<file path="src/slm_pkg.sv">
// ----------------------------------------------------------------------------
// slm_pkg
// shared types and codes of the sorted list merge unit
// ----------------------------------------------------------------------------
package slm_pkg;

   localparam int VALUE_W  = 32;
   localparam int OPCODE_W = 2;

   // request opcodes
   localparam logic [OPCODE_W-1:0] OP_PUSH_A = 2'd0;
   localparam logic [OPCODE_W-1:0] OP_PUSH_B = 2'd1;
   localparam logic [OPCODE_W-1:0] OP_START  = 2'd2;

   // controller to datapath
   typedef struct packed {
      logic push_a;   // append value to list a
      logic push_b;   // append value to list b
      logic start;    // rewind heads, load remaining count
      logic pop;      // emit the smaller head into the output register
      logic finish;   // merge done, clear both counts
   } slm_cmd_type;

   // datapath to controller
   typedef struct packed {
      logic rem_zero;     // no element left to emit
      logic out_busy;     // output register holds an untaken result
      logic lists_empty;  // both counts are zero
   } slm_status_type;

endpackage

</file>
<file path="src/slm_ram.sv">
// ----------------------------------------------------------------------------
// slm_ram
// generic single write port ram with one registered read port
// ----------------------------------------------------------------------------
module slm_ram #(
   parameter int WIDTH = 32,
   parameter int DEPTH = 16
) (
   input  logic                                        clock,
   input  logic                                        wr_en,
   input  logic [((DEPTH > 1) ? $clog2(DEPTH) : 1)-1:0] wr_addr,
   input  logic [WIDTH-1:0]                            wr_data,
   input  logic [((DEPTH > 1) ? $clog2(DEPTH) : 1)-1:0] rd_addr,
   output logic [WIDTH-1:0]                            rd_data
);

   logic [WIDTH-1:0] mem_ff [DEPTH];
   logic [WIDTH-1:0] rd_data_ff;

   always_ff @(posedge clock) begin
      if (wr_en) begin
         mem_ff[wr_addr] <= wr_data;
      end
      rd_data_ff <= mem_ff[rd_addr];
   end

   assign rd_data = rd_data_ff;

endmodule

</file>
<file path="src/slm_ctrl.sv">
// ----------------------------------------------------------------------------
// slm_ctrl
// controller: request handshake, opcode decode and merge sequencing
// ----------------------------------------------------------------------------
module slm_ctrl
   import slm_pkg::*;
(
   input  logic                clock,
   input  logic                reset,
   input  logic                req_tvalid,
   output logic                req_tready,
   input  logic [OPCODE_W-1:0] opcode,
   input  logic                rsp_tready,
   input  slm_status_type      status,
   output slm_cmd_type         cmd
);

   localparam logic ST_IDLE  = 1'b0;
   localparam logic ST_MERGE = 1'b1;

   logic state_ff;
   logic state_in;
   logic accept;

   assign req_tready = (state_ff == ST_IDLE);
   assign accept     = req_tvalid & req_tready;

   always_comb begin
      cmd        = '0;
      state_in   = state_ff;
      case (state_ff)
         ST_IDLE: begin
            cmd.push_a = accept & (opcode == OP_PUSH_A);
            cmd.push_b = accept & (opcode == OP_PUSH_B);
            cmd.start  = accept & (opcode == OP_START);
            if (cmd.start) begin
               state_in = ST_MERGE;
            end
         end
         ST_MERGE: begin
            if (status.rem_zero) begin
               cmd.finish = 1'b1;
               state_in   = ST_IDLE;
            end else begin
               cmd.pop = ~status.out_busy | rsp_tready;
            end
         end
         default: begin
            state_in = ST_IDLE;
         end
      endcase
   end

   always_ff @(posedge clock) begin
      if (reset) begin
         state_ff <= ST_IDLE;
      end else begin
         state_ff <= state_in;
      end
   end

endmodule

</file>
<file path="src/slm_dp.sv">
// ----------------------------------------------------------------------------
// slm_dp
// datapath: two list stores, counts, head pointers, compare and output register
// ----------------------------------------------------------------------------
module slm_dp
   import slm_pkg::*;
#(
   parameter int LIST_DEPTH = 16
) (
   input  logic               clock,
   input  logic               reset,
   input  slm_cmd_type        cmd,
   output slm_status_type     status,
   input  logic [VALUE_W-1:0] value,
   input  logic               rsp_tready,
   output logic               rsp_tvalid,
   output logic [VALUE_W-1:0] merged_value,
   output logic               last
);

   localparam int ADDR_W = (LIST_DEPTH > 1) ? $clog2(LIST_DEPTH) : 1;
   localparam int CNT_W  = $clog2(LIST_DEPTH + 1);
   localparam int REM_W  = $clog2(2 * LIST_DEPTH + 1);

   logic [CNT_W-1:0]   count_a_ff, count_a_in;
   logic [CNT_W-1:0]   count_b_ff, count_b_in;
   logic [CNT_W-1:0]   ptr_a_ff, ptr_a_in;
   logic [CNT_W-1:0]   ptr_b_ff, ptr_b_in;
   logic [REM_W-1:0]   rem_ff, rem_in;
   logic               out_valid_ff, out_valid_in;
   logic [VALUE_W-1:0] out_data_ff, out_data_in;
   logic               out_last_ff, out_last_in;

   logic               wr_a, wr_b;
   logic [VALUE_W-1:0] head_a, head_b;
   logic               sel_a;

   assign wr_a = cmd.push_a & (count_a_ff < CNT_W'(LIST_DEPTH));
   assign wr_b = cmd.push_b & (count_b_ff < CNT_W'(LIST_DEPTH));

   slm_ram #(.WIDTH(VALUE_W), .DEPTH(LIST_DEPTH)) u_ram_a (
      .clock   (clock),
      .wr_en   (wr_a),
      .wr_addr (count_a_ff[ADDR_W-1:0]),
      .wr_data (value),
      .rd_addr (ptr_a_in[ADDR_W-1:0]),
      .rd_data (head_a)
   );

   slm_ram #(.WIDTH(VALUE_W), .DEPTH(LIST_DEPTH)) u_ram_b (
      .clock   (clock),
      .wr_en   (wr_b),
      .wr_addr (count_b_ff[ADDR_W-1:0]),
      .wr_data (value),
      .rd_addr (ptr_b_in[ADDR_W-1:0]),
      .rd_data (head_b)
   );

   // list a wins ties, which keeps the merge stable
   assign sel_a = (ptr_a_ff < count_a_ff) &&
                  ((ptr_b_ff >= count_b_ff) || ($signed(head_a) <= $signed(head_b)));

   always_comb begin
      count_a_in   = count_a_ff;
      count_b_in   = count_b_ff;
      ptr_a_in     = ptr_a_ff;
      ptr_b_in     = ptr_b_ff;
      rem_in       = rem_ff;
      out_valid_in = out_valid_ff & ~rsp_tready;
      out_data_in  = out_data_ff;
      out_last_in  = out_last_ff;

      if (wr_a) begin
         count_a_in = count_a_ff + CNT_W'(1);
      end
      if (wr_b) begin
         count_b_in = count_b_ff + CNT_W'(1);
      end
      if (cmd.start) begin
         ptr_a_in = '0;
         ptr_b_in = '0;
         rem_in   = REM_W'(count_a_ff) + REM_W'(count_b_ff);
      end
      if (cmd.pop) begin
         out_valid_in = 1'b1;
         out_last_in  = (rem_ff == REM_W'(1));
         rem_in       = rem_ff - REM_W'(1);
         if (sel_a) begin
            out_data_in = head_a;
            ptr_a_in    = ptr_a_ff + CNT_W'(1);
         end else begin
            out_data_in = head_b;
            ptr_b_in    = ptr_b_ff + CNT_W'(1);
         end
      end
      if (cmd.finish) begin
         count_a_in = '0;
         count_b_in = '0;
      end
   end

   always_ff @(posedge clock) begin
      if (reset) begin
         count_a_ff   <= '0;
         count_b_ff   <= '0;
         ptr_a_ff     <= '0;
         ptr_b_ff     <= '0;
         rem_ff       <= '0;
         out_valid_ff <= 1'b0;
      end else begin
         count_a_ff   <= count_a_in;
         count_b_ff   <= count_b_in;
         ptr_a_ff     <= ptr_a_in;
         ptr_b_ff     <= ptr_b_in;
         rem_ff       <= rem_in;
         out_valid_ff <= out_valid_in;
      end
      out_data_ff <= out_data_in;
      out_last_ff <= out_last_in;
   end

   assign status.rem_zero    = (rem_ff == '0);
   assign status.out_busy    = out_valid_ff;
   assign status.lists_empty = (count_a_ff == '0) && (count_b_ff == '0);

   assign rsp_tvalid   = out_valid_ff;
   assign merged_value = out_data_ff;
   assign last         = out_last_ff;

endmodule

</file>
<file path="src/sorted_list_merge_unit.sv">
// ----------------------------------------------------------------------------
// sorted_list_merge_unit
// stable two-way merge of two ascending lists of signed 32-bit values
// ----------------------------------------------------------------------------
// Push transactions (tuser opcode push a / push b) append tdata to list a or
// list b, one per cycle while the unit is idle; a push to a full list is
// dropped. A start transaction merges both lists and streams the merged
// ascending sequence on rsp, smaller head first and list a first on a tie,
// with tlast on the final element; with both lists empty start produces
// nothing. Both lists are emptied once the merge is done. Opcode three is
// accepted and ignored. req_tready stays low for the whole merge, which
// delivers one result per cycle while rsp_tready stays high: each list
// store has one read port with a registered read, so each step reads one
// head per list and makes one signed compare.
// Results sit in an output register, so a new push is taken while the last
// result still waits.
// ----------------------------------------------------------------------------
module sorted_list_merge_unit
   import slm_pkg::*;
#(
   parameter int LIST_DEPTH = 16
) (
   input  logic                clock,
   input  logic                reset,
   // request channel
   input  logic                req_tvalid,
   output logic                req_tready,
   input  logic [VALUE_W-1:0]  req_tdata,   // [31:0] value
   input  logic [OPCODE_W-1:0] req_tuser,   // [1:0] opcode
   // result channel
   output logic                rsp_tvalid,
   input  logic                rsp_tready,
   output logic [VALUE_W-1:0]  rsp_tdata,   // [31:0] merged_value
   output logic                rsp_tlast
);

   slm_cmd_type    cmd;
   slm_status_type status;

   // controller: decode and merge sequencing
   slm_ctrl u_ctrl (
      .clock      (clock),
      .reset      (reset),
      .req_tvalid (req_tvalid),
      .req_tready (req_tready),
      .opcode     (req_tuser),
      .rsp_tready (rsp_tready),
      .status     (status),
      .cmd        (cmd)
   );

   // datapath: list stores, pointers, compare, output register
   slm_dp #(.LIST_DEPTH(LIST_DEPTH)) u_dp (
      .clock        (clock),
      .reset        (reset),
      .cmd          (cmd),
      .status       (status),
      .value        (req_tdata),
      .rsp_tready   (rsp_tready),
      .rsp_tvalid   (rsp_tvalid),
      .merged_value (rsp_tdata),
      .last         (rsp_tlast)
   );

   // a start transaction always moves the unit into the merge
   assert property (@(posedge clock) disable iff (reset)
      cmd.start |=> !req_tready)
      else $error("start did not enter merge");

   // no result is produced while requests are being taken
   assert property (@(posedge clock) disable iff (reset)
      cmd.pop |-> !req_tready)
      else $error("pop while idle");

   // both lists are empty right after a merge ends
   assert property (@(posedge clock) disable iff (reset)
      cmd.finish |=> status.lists_empty)
      else $error("counts not cleared after merge");

endmodule

</file>
<file path="config.mk">
export PLATFORM = sky130hd
export DESIGN_NAME = sorted_list_merge_unit
export DESIGN_NICKNAME = d
export VERILOG_FILES = /design/src/slm_pkg.sv /design/src/slm_ram.sv /design/src/slm_ctrl.sv /design/src/slm_dp.sv /design/src/sorted_list_merge_unit.sv
export SDC_FILE = /design/constraint.sdc
export NUM_CORES = 1
export LEC_CHECK = 0
export BUFFER_PORTS_ARGS = -buffer_cell sky130_fd_sc_hd__clkbuf_2
export CELL_PAD_IN_SITES_DETAIL_PLACEMENT = 0
export CELL_PAD_IN_SITES_GLOBAL_PLACEMENT = 1
export CORE_UTILIZATION = 55
export CTS_CLUSTER_DIAMETER = 80
export DETAILED_ROUTE_END_ITERATION = 10
export HOLD_SLACK_MARGIN = 0.15
export PLACE_DENSITY_LB_ADDON = 0.08
export SLEW_MARGIN = 20
export SYNTH_ARGS = -nofsm -noshare
export SYNTH_HDL_FRONTEND = slang
export SYNTH_HIERARCHICAL = 1
export SYNTH_SLANG_ARGS = --single-unit
</file>
<file path="constraint.sdc">
create_clock -name clock -period 13.5 [get_ports clock]
set_clock_uncertainty 0.05 [all_clocks]
set_input_delay 4.05 -clock clock [delete_from_list [all_inputs] [get_ports clock]]
set_output_delay 4.05 -clock clock [all_outputs]
set_load 0.02 [all_outputs]
</file>
==> results of run 1 <==
## final cells by class
| type | instances | area (um2) |
|---|---|---|
| Multi-Input combinational cell | 789 | 9870 |
| Fill cell | 5382 | 29600 |
| Antenna cell | 1 | 2.50 |
| Tap cell | 1050 | 1310 |
| Sequential cell | 1149 | 33600 |
| Clock inverter | 68 | 679 |
| Clock buffer | 142 | 3010 |
| Inverter | 53 | 199 |
| Timing Repair Buffer | 121 | 741 |
## stage by stage
stage          power, mW  instance area (um2)
6_report            7.23                49400
5_1_grt             7.43                49400
4_1_cts             7.28                49400
3_5_place_dp        4.18                45700
3_3_place_gp        4.18                45700
2_1_floorplan       4.10                43900
## worst max-delay path by stage
stage / cells past startpoint / start / end / slack, ns
after floorplan: 11 / rsp_tready / u_dp/u_ram_b/rd_data[10]$_DFF_P_ / 5.48
after global placement: 11 / rsp_tready / u_dp/u_ram_a/rd_data[15]$_DFF_P_ / 5.05
after detailed placement: 11 / rsp_tready / u_dp/u_ram_a/rd_data[22]$_DFF_P_ / 4.98
after CTS: 11 / rsp_tready / u_dp/u_ram_a/rd_data[18]$_DFF_P_ / 5.68
after global routing: 11 / rsp_tready / u_dp/u_ram_a/rd_data[8]$_DFF_P_ / 5.27
final: 11 / rsp_tready / u_dp/u_ram_a/rd_data[8]$_DFF_P_ / 5.65
## flip-flops by register name (all words and copies together), names as in the netlist
register              cells
u_ctrl/state_ff           1
u_dp/count_a_ff           5
u_dp/count_b_ff           5
u_dp/last                 1
u_dp/merged_value        32
u_dp/ptr_a_ff             5
u_dp/ptr_b_ff             5
u_dp/rem_ff               6
u_dp/rsp_tvalid           1
u_dp/u_ram_a/mem_ff     512
u_dp/u_ram_a/rd_data     32
u_dp/u_ram_b/mem_ff     512
u_dp/u_ram_b/rd_data     32
## routing by layer
metal / vias to the layer above / share of wire, % / global-route usage [%] / routed length [um]
li1: 8917 / - / - / -
met1: 11600 / 43 / 40.7 / 46300
met2: 869 / 48 / 42.6 / 51600
met3: 115 / 7.8 / 4.90 / 8440
met4: 0 / 1.8 / 6.14 / 1950
met5: - / 0 / 0 / 0
## power by group
part	switching, mW	internal (mW)
clock network	1.30	1.82
registers	0.0146	3.91
logic	0.118	0.0667
## worst max-delay path, delay by kind of cell
kind	cells	cell delay, ns
simple gates	3	1.22
mux	1	0.60
compound gates	2	0.33
buf+inv	5	1.87
==> summary.md, run 1 <==
| Metric | Value |
|---|---|
| Result of the run | finished, final reports clean |
| Summed instance area of the synthesized netlist | 0.0439 mm2 |
| Count of input and output buffers | 72 |
| DRC | 0 |
| Cell with the largest stage delay on the worst path | sky130_fd_sc_hd__or2_4 |
| Clock buffer depth | 3 |
| Effective utilization at floorplan | 55.6% |
| Startpoint of the tightest hold check path | u_dp/rem_ff[5]$_SDFFE_PP0P_ |
| Area of the core | 0.0790 mm2 |
| Max capacitance violation total | 0 |
| Standby leakage power | 15.7 nW |
| Number of vias after detailed routing | 21500 |
| Clock latency on the worst-skew pair | 0.67 ns |
| Maximum fanout along the worst path | 88 |
| Largest stage delay, worst path | 0.78 ns |
| Number of standard cells after synthesis | 2092 |
| Total negative setup slack | 0 ns |
| Die Y | 284 um |
| Most common cell after layout, fill and taps aside | sky130_fd_sc_hd__edfxtp_1 |
| Worst reg2reg endpoint | u_dp/u_ram_a/rd_data[18]$_DFF_P_ |
| Mean routed wirelength per cell | 32.1 um |
| Router iterations before antenna repair | 5 |
| Worst rel slew slack | 29.5% |
| Cell depth of the worst min-delay path | 2 |
| Worst min-delay path endpoint | u_dp/rem_ff[5]$_SDFFE_PP0P_ |
| Number of clock buffers inserted by TritonCTS | 113 |
| TritonCTS sink count | 1149 |
| Final Worst Setup Slack | 5.65 ns |
| Setup-failing EPs final | 0 |
| Area Growth Syn to Fin | 12.5% |
| Net count of the mapped netlist | 2186 |
| Number of warnings printed during yosys synthesis | 6 |
| Per-cell via count in the routed design | 6.39 |
| Worst hold path type | flop to flop |
| Iteration-0 DRC count of the detailed router | 2286 |
| Post-CTS sizing | 0 |
| Hold Slack | 0.452 ns |
| WL final | 108000 um |
| Worst slack after detailed placement | 4.98 ns |
| Clock transition at the registers of the reported paths | 0.06 ns |
| Gr ovfl total | 0 |
| CTS Hold Bufs | 0 |
| Worst Path Required | 13.99 ns |
| Number of instances in the placed design | 3162 |
| Post-layout net count | 2321 |
| Count of final max-slew check failures | 0 |
| Worst reg2reg path startpoint | u_dp/u_ram_a/rd_data[31]$_DFF_P_ |
| Total routing usage reported by global routing | 27.3% |
| Number of cells on the worst reg-to-reg path | 13 |
| Max Clk Rate | 127 MHz |
| Tcrit/Tclk final | 58.1% |
| Cell repeated most along the worst path | sky130_fd_sc_hd__inv_1 |
| Critical path startpoint category | input port |
| Number of hold violations in the final report | 0 |
| Top library cells by usage in the layout, fill and taps aside | sky130_fd_sc_hd__edfxtp_1, sky130_fd_sc_hd__mux4_2, sky130_fd_sc_hd__a22oi_1 |
| Buffer cell driving the clock tree root | sky130_fd_sc_hd__clkbuf_16 |
| Synthesized area divided by synthesized cell count | 21.0 um2 |
| Setup fix buffers added after clock tree synthesis | 0 |
| Non-Filler Instances | 3373 |
| Worst setup path category | input port to flop |
| Final critical-path required period | 7.85 ns |
| Maximum number of pins on one net before global-route repair | 89 |
| Cell-by-cell trace of the critical path | clkbuf_2, inv_1, a21oi_4, buf_4, inv_1, nor3_1, or2_4, buf_12, mux4_2, a22oi_1, nand2_1 |
| Number of placement rows | 103 |
| Vias in the first global route | 21500 |
| Share of final-layout standard cells stronger than drive strength 1 | 27.8% |
| Arrival time at the worst endpoint | 8.34 ns |
| Measured slew at the worst slew-check pin | 1.05 ns |
| Detailed-placement wirelength estimate | 56300 um |
| Final core utilization | 62.5% |
| Power density over cell area | 146 mW/mm2 |
| Antenna violations before repair | 1 |
| Routability-driven placement congestion ratio | 0.799 |
| Antenna-violating nets left | 0 |
| Register-to-Register Setup Slack | 7.32 ns |
| Worst ir drop on vdd | 0.000111 V |
| Number of levels the H-tree was split into | 3 |
| Area of the die | 0.0809 mm2 |
| Setup repair after global routing missed its margin | false |
| CTS tree | done |
| Ports placed on the boundary | 73 |
| Wire length of the first global-routing pass | 156000 um |
| Crit end category | flop |
| Die width | 284 um |
Note: power is estimated with default switching activity, not from simulation.
==> inputs of run 2 (changes only) <==
==> constraint.sdc (replaced) <==
create_clock -name clock -period 7.88 [get_ports clock]
set_clock_uncertainty 0.05 [all_clocks]
set_input_delay 2.364 -clock clock [delete_from_list [all_inputs] [get_ports clock]]
set_output_delay 2.364 -clock clock [all_outputs]
set_load 0.02 [all_outputs]
==> summary.md, run 2 (synthesis gave the netlist of run 1 again) <==
| Metric | Value |
|---|---|
| Number of cells on the worst reg-to-reg path | 13 |
| Area Growth Syn to Fin | 12.7% |
| Total routing usage reported by global routing | 26.6% |
| Buffer cell driving the clock tree root | sky130_fd_sc_hd__clkbuf_16 |
| Per-cell via count in the routed design | 6.39 |
| Count of final max-slew check failures | 0 |
| Number of placement rows | 103 |
| Setup repair after global routing missed its margin | false |
| Non-Filler Instances | 3382 |
| Max Clk Rate | 166 MHz |
| Vias in the first global route | 21800 |
| Share of final-layout standard cells stronger than drive strength 1 | 28.2% |
| Cell-by-cell trace of the critical path | ha_1, nand4_2, nor4_2, a31oi_1, and3_1, a221oi_2, and3_4, nand3_2, nand2_4, buf_4, mux4_2, a22oi_1, nand2_1 |
| Power after layout | 12.3 mW |
| Power density over cell area | 248 mW/mm2 |
| WL final | 105000 um |
| Iteration-0 DRC count of the detailed router | 2249 |
| Startpoint of the tightest hold check path | u_dp/rem_ff[5]$_SDFFE_PP0P_ |
| Multi-input combinational cell area | 0.00987 mm2 |
| DRC | 0 |
| Mean routed wirelength per cell | 31.1 um |
| Crit end category | flop |
| Cell depth of the worst min-delay path | 2 |
| Wire length of the first global-routing pass | 153000 um |
| Top library cells by usage in the layout, fill and taps aside | sky130_fd_sc_hd__edfxtp_1, sky130_fd_sc_hd__mux4_2, sky130_fd_sc_hd__a22oi_1 |
| Fill cells | 5401 |
| Worst setup path category | flop to flop |
| Count of input and output buffers | 72 |
| Number of hold violations in the final report | 0 |
| Setup fix buffers added after clock tree synthesis | 0 |
| Cell with the largest stage delay on the worst path | sky130_fd_sc_hd__nand2_4 |
| Die width | 284 um |
| Detailed-placement wirelength estimate | 59600 um |
| Largest stage delay, worst path | 0.84 ns |
| Worst Path Required | 8.37 ns |
| Start point of the critical path | u_dp/u_ram_a/rd_data[31]$_DFF_P_ |
| Clock transition at the registers of the reported paths | 0.06 ns |
| Diode insertion count for antenna repair | 0 |
| Result of the run | finished, final reports clean |
| Antenna-violating nets left | 0 |
| Max capacitance violation total | 0 |
| Number of vias after detailed routing | 21600 |
| Clock latency on the worst-skew pair | 0.67 ns |
| Measured slew at the worst slew-check pin | 1.16 ns |
| Critical path startpoint category | flop |
| Internal power | 9.79 mW |
| Worst reg2reg path startpoint | u_dp/u_ram_a/rd_data[31]$_DFF_P_ |
| Proportion of power drawn by combinational gates | 2.6% |
| Total negative setup slack | 0 ns |
| Largest registers | u_dp/u_ram_a/mem_ff: 512 flops, u_dp/u_ram_b/mem_ff: 512 flops |
| Switching pwr | 2.46 mW |
| Share of total power in the clock network | 42.6% |
| Post-layout net count | 2329 |
| Hold Slack | 0.443 ns |
| Most common cell after layout, fill and taps aside | sky130_fd_sc_hd__edfxtp_1 |
| Area of the die | 0.0809 mm2 |
| Switching Share | 20.1% |
| Number of clock buffers inserted by TritonCTS | 114 |
| Worst ir drop on vdd | 0.000188 V |
| Area of the core | 0.0790 mm2 |
| Tcrit/Tclk final | 76.4% |
| Die Y | 284 um |
| Effective utilization at floorplan | 55.6% |
| Final critical-path required period | 6.02 ns |
| TritonCTS sink count | 1149 |
| Ports placed on the boundary | 73 |
| Standby leakage power | 15.7 nW |
| Router iterations before antenna repair | 5 |
| Antenna violations before repair | 1 |
| Setup-failing EPs final | 0 |
| Maximum fanout along the worst path | 63 |
| Routability-driven placement congestion ratio | 0.775 |
| Maximum number of pins on one net before global-route repair | 64 |
| Number of instances in the placed design | 3169 |
| Seq pwr share | 54.8% |
| Arrival time at the worst endpoint | 6.51 ns |
| Clock buffer depth | 3 |
| Post-CTS sizing | 0 |
| Worst hold path type | flop to flop |
| Worst rel slew slack | 22.7% |
| Gr ovfl total | 0 |
| Number of levels the H-tree was split into | 3 |
| CTS Hold Bufs | 0 |
| Sequential Area | 0.0336 mm2 |
| CTS tree | done |
[run 2: critical path, delay by kind of cell (launching register included)]
family | cells | cell delay [ns]
AOI/OAI and AO/OA | 3 | 0.69
adders and majority gates | 1 | 0.50
buffers and inverters | 1 | 0.74
DFF | 1 | 0.34
muxes | 1 | 0.40
and+or+nand+nor | 7 | 3.08
[run 2: layout make-up]
cell class,count,share of cell area [%]
Timing Repair Buffer,128,1.73
Inverter,53,0.402
Multi-Input combinational cell,789,20.0
Sequential cell,1149,67.9
Clock buffer,143,6.30
Clock inverter,70,1.03
Tap cell,1050,2.66
[run 2: stage by stage]
stage / area (um2) / setup WS, ns / utilization, %
final: 49400 / 1.86 / 62.6
after global placement: 45800 / 1.96 / 58.0
after CTS: 49400 / 1.92 / 62.6
after detailed placement: 45800 / 1.84 / 58.0
after floorplan: 43900 / 1.55 / -
after global routing: 49400 / 1.63 / 62.6
[run 2: routing by layer]
metal  GRT usage, %  wire length, um  up-vias
met5              0                0        -
met4           5.87             1780        0
met3           3.88             7830      103
met2           42.0            50900      870
met1           39.8            44700    11700
li1               -                -     8929
[run 2: path summary, 6_finish.rpt]
check             slack, ns                                to
hold reg to reg        0.44       u_dp/rem_ff[5]$_SDFFE_PP0P_
setup reg to reg       1.86  u_dp/u_ram_a/rd_data[25]$_DFF_P_
hold / removal         0.44       u_dp/rem_ff[5]$_SDFFE_PP0P_
setup / recovery       1.86  u_dp/u_ram_a/rd_data[25]$_DFF_P_
[run 2: power by group through the flow]
stage               combinational, mW  sequential (mW)  clock [mW]
global route                    0.348             6.72        5.53
finish                          0.318             6.72        5.22
global placement                0.310             6.85           0
floorplan                       0.179             6.84           0
detailed placement              0.320             6.85           0
CTS                             0.321             6.72        5.30
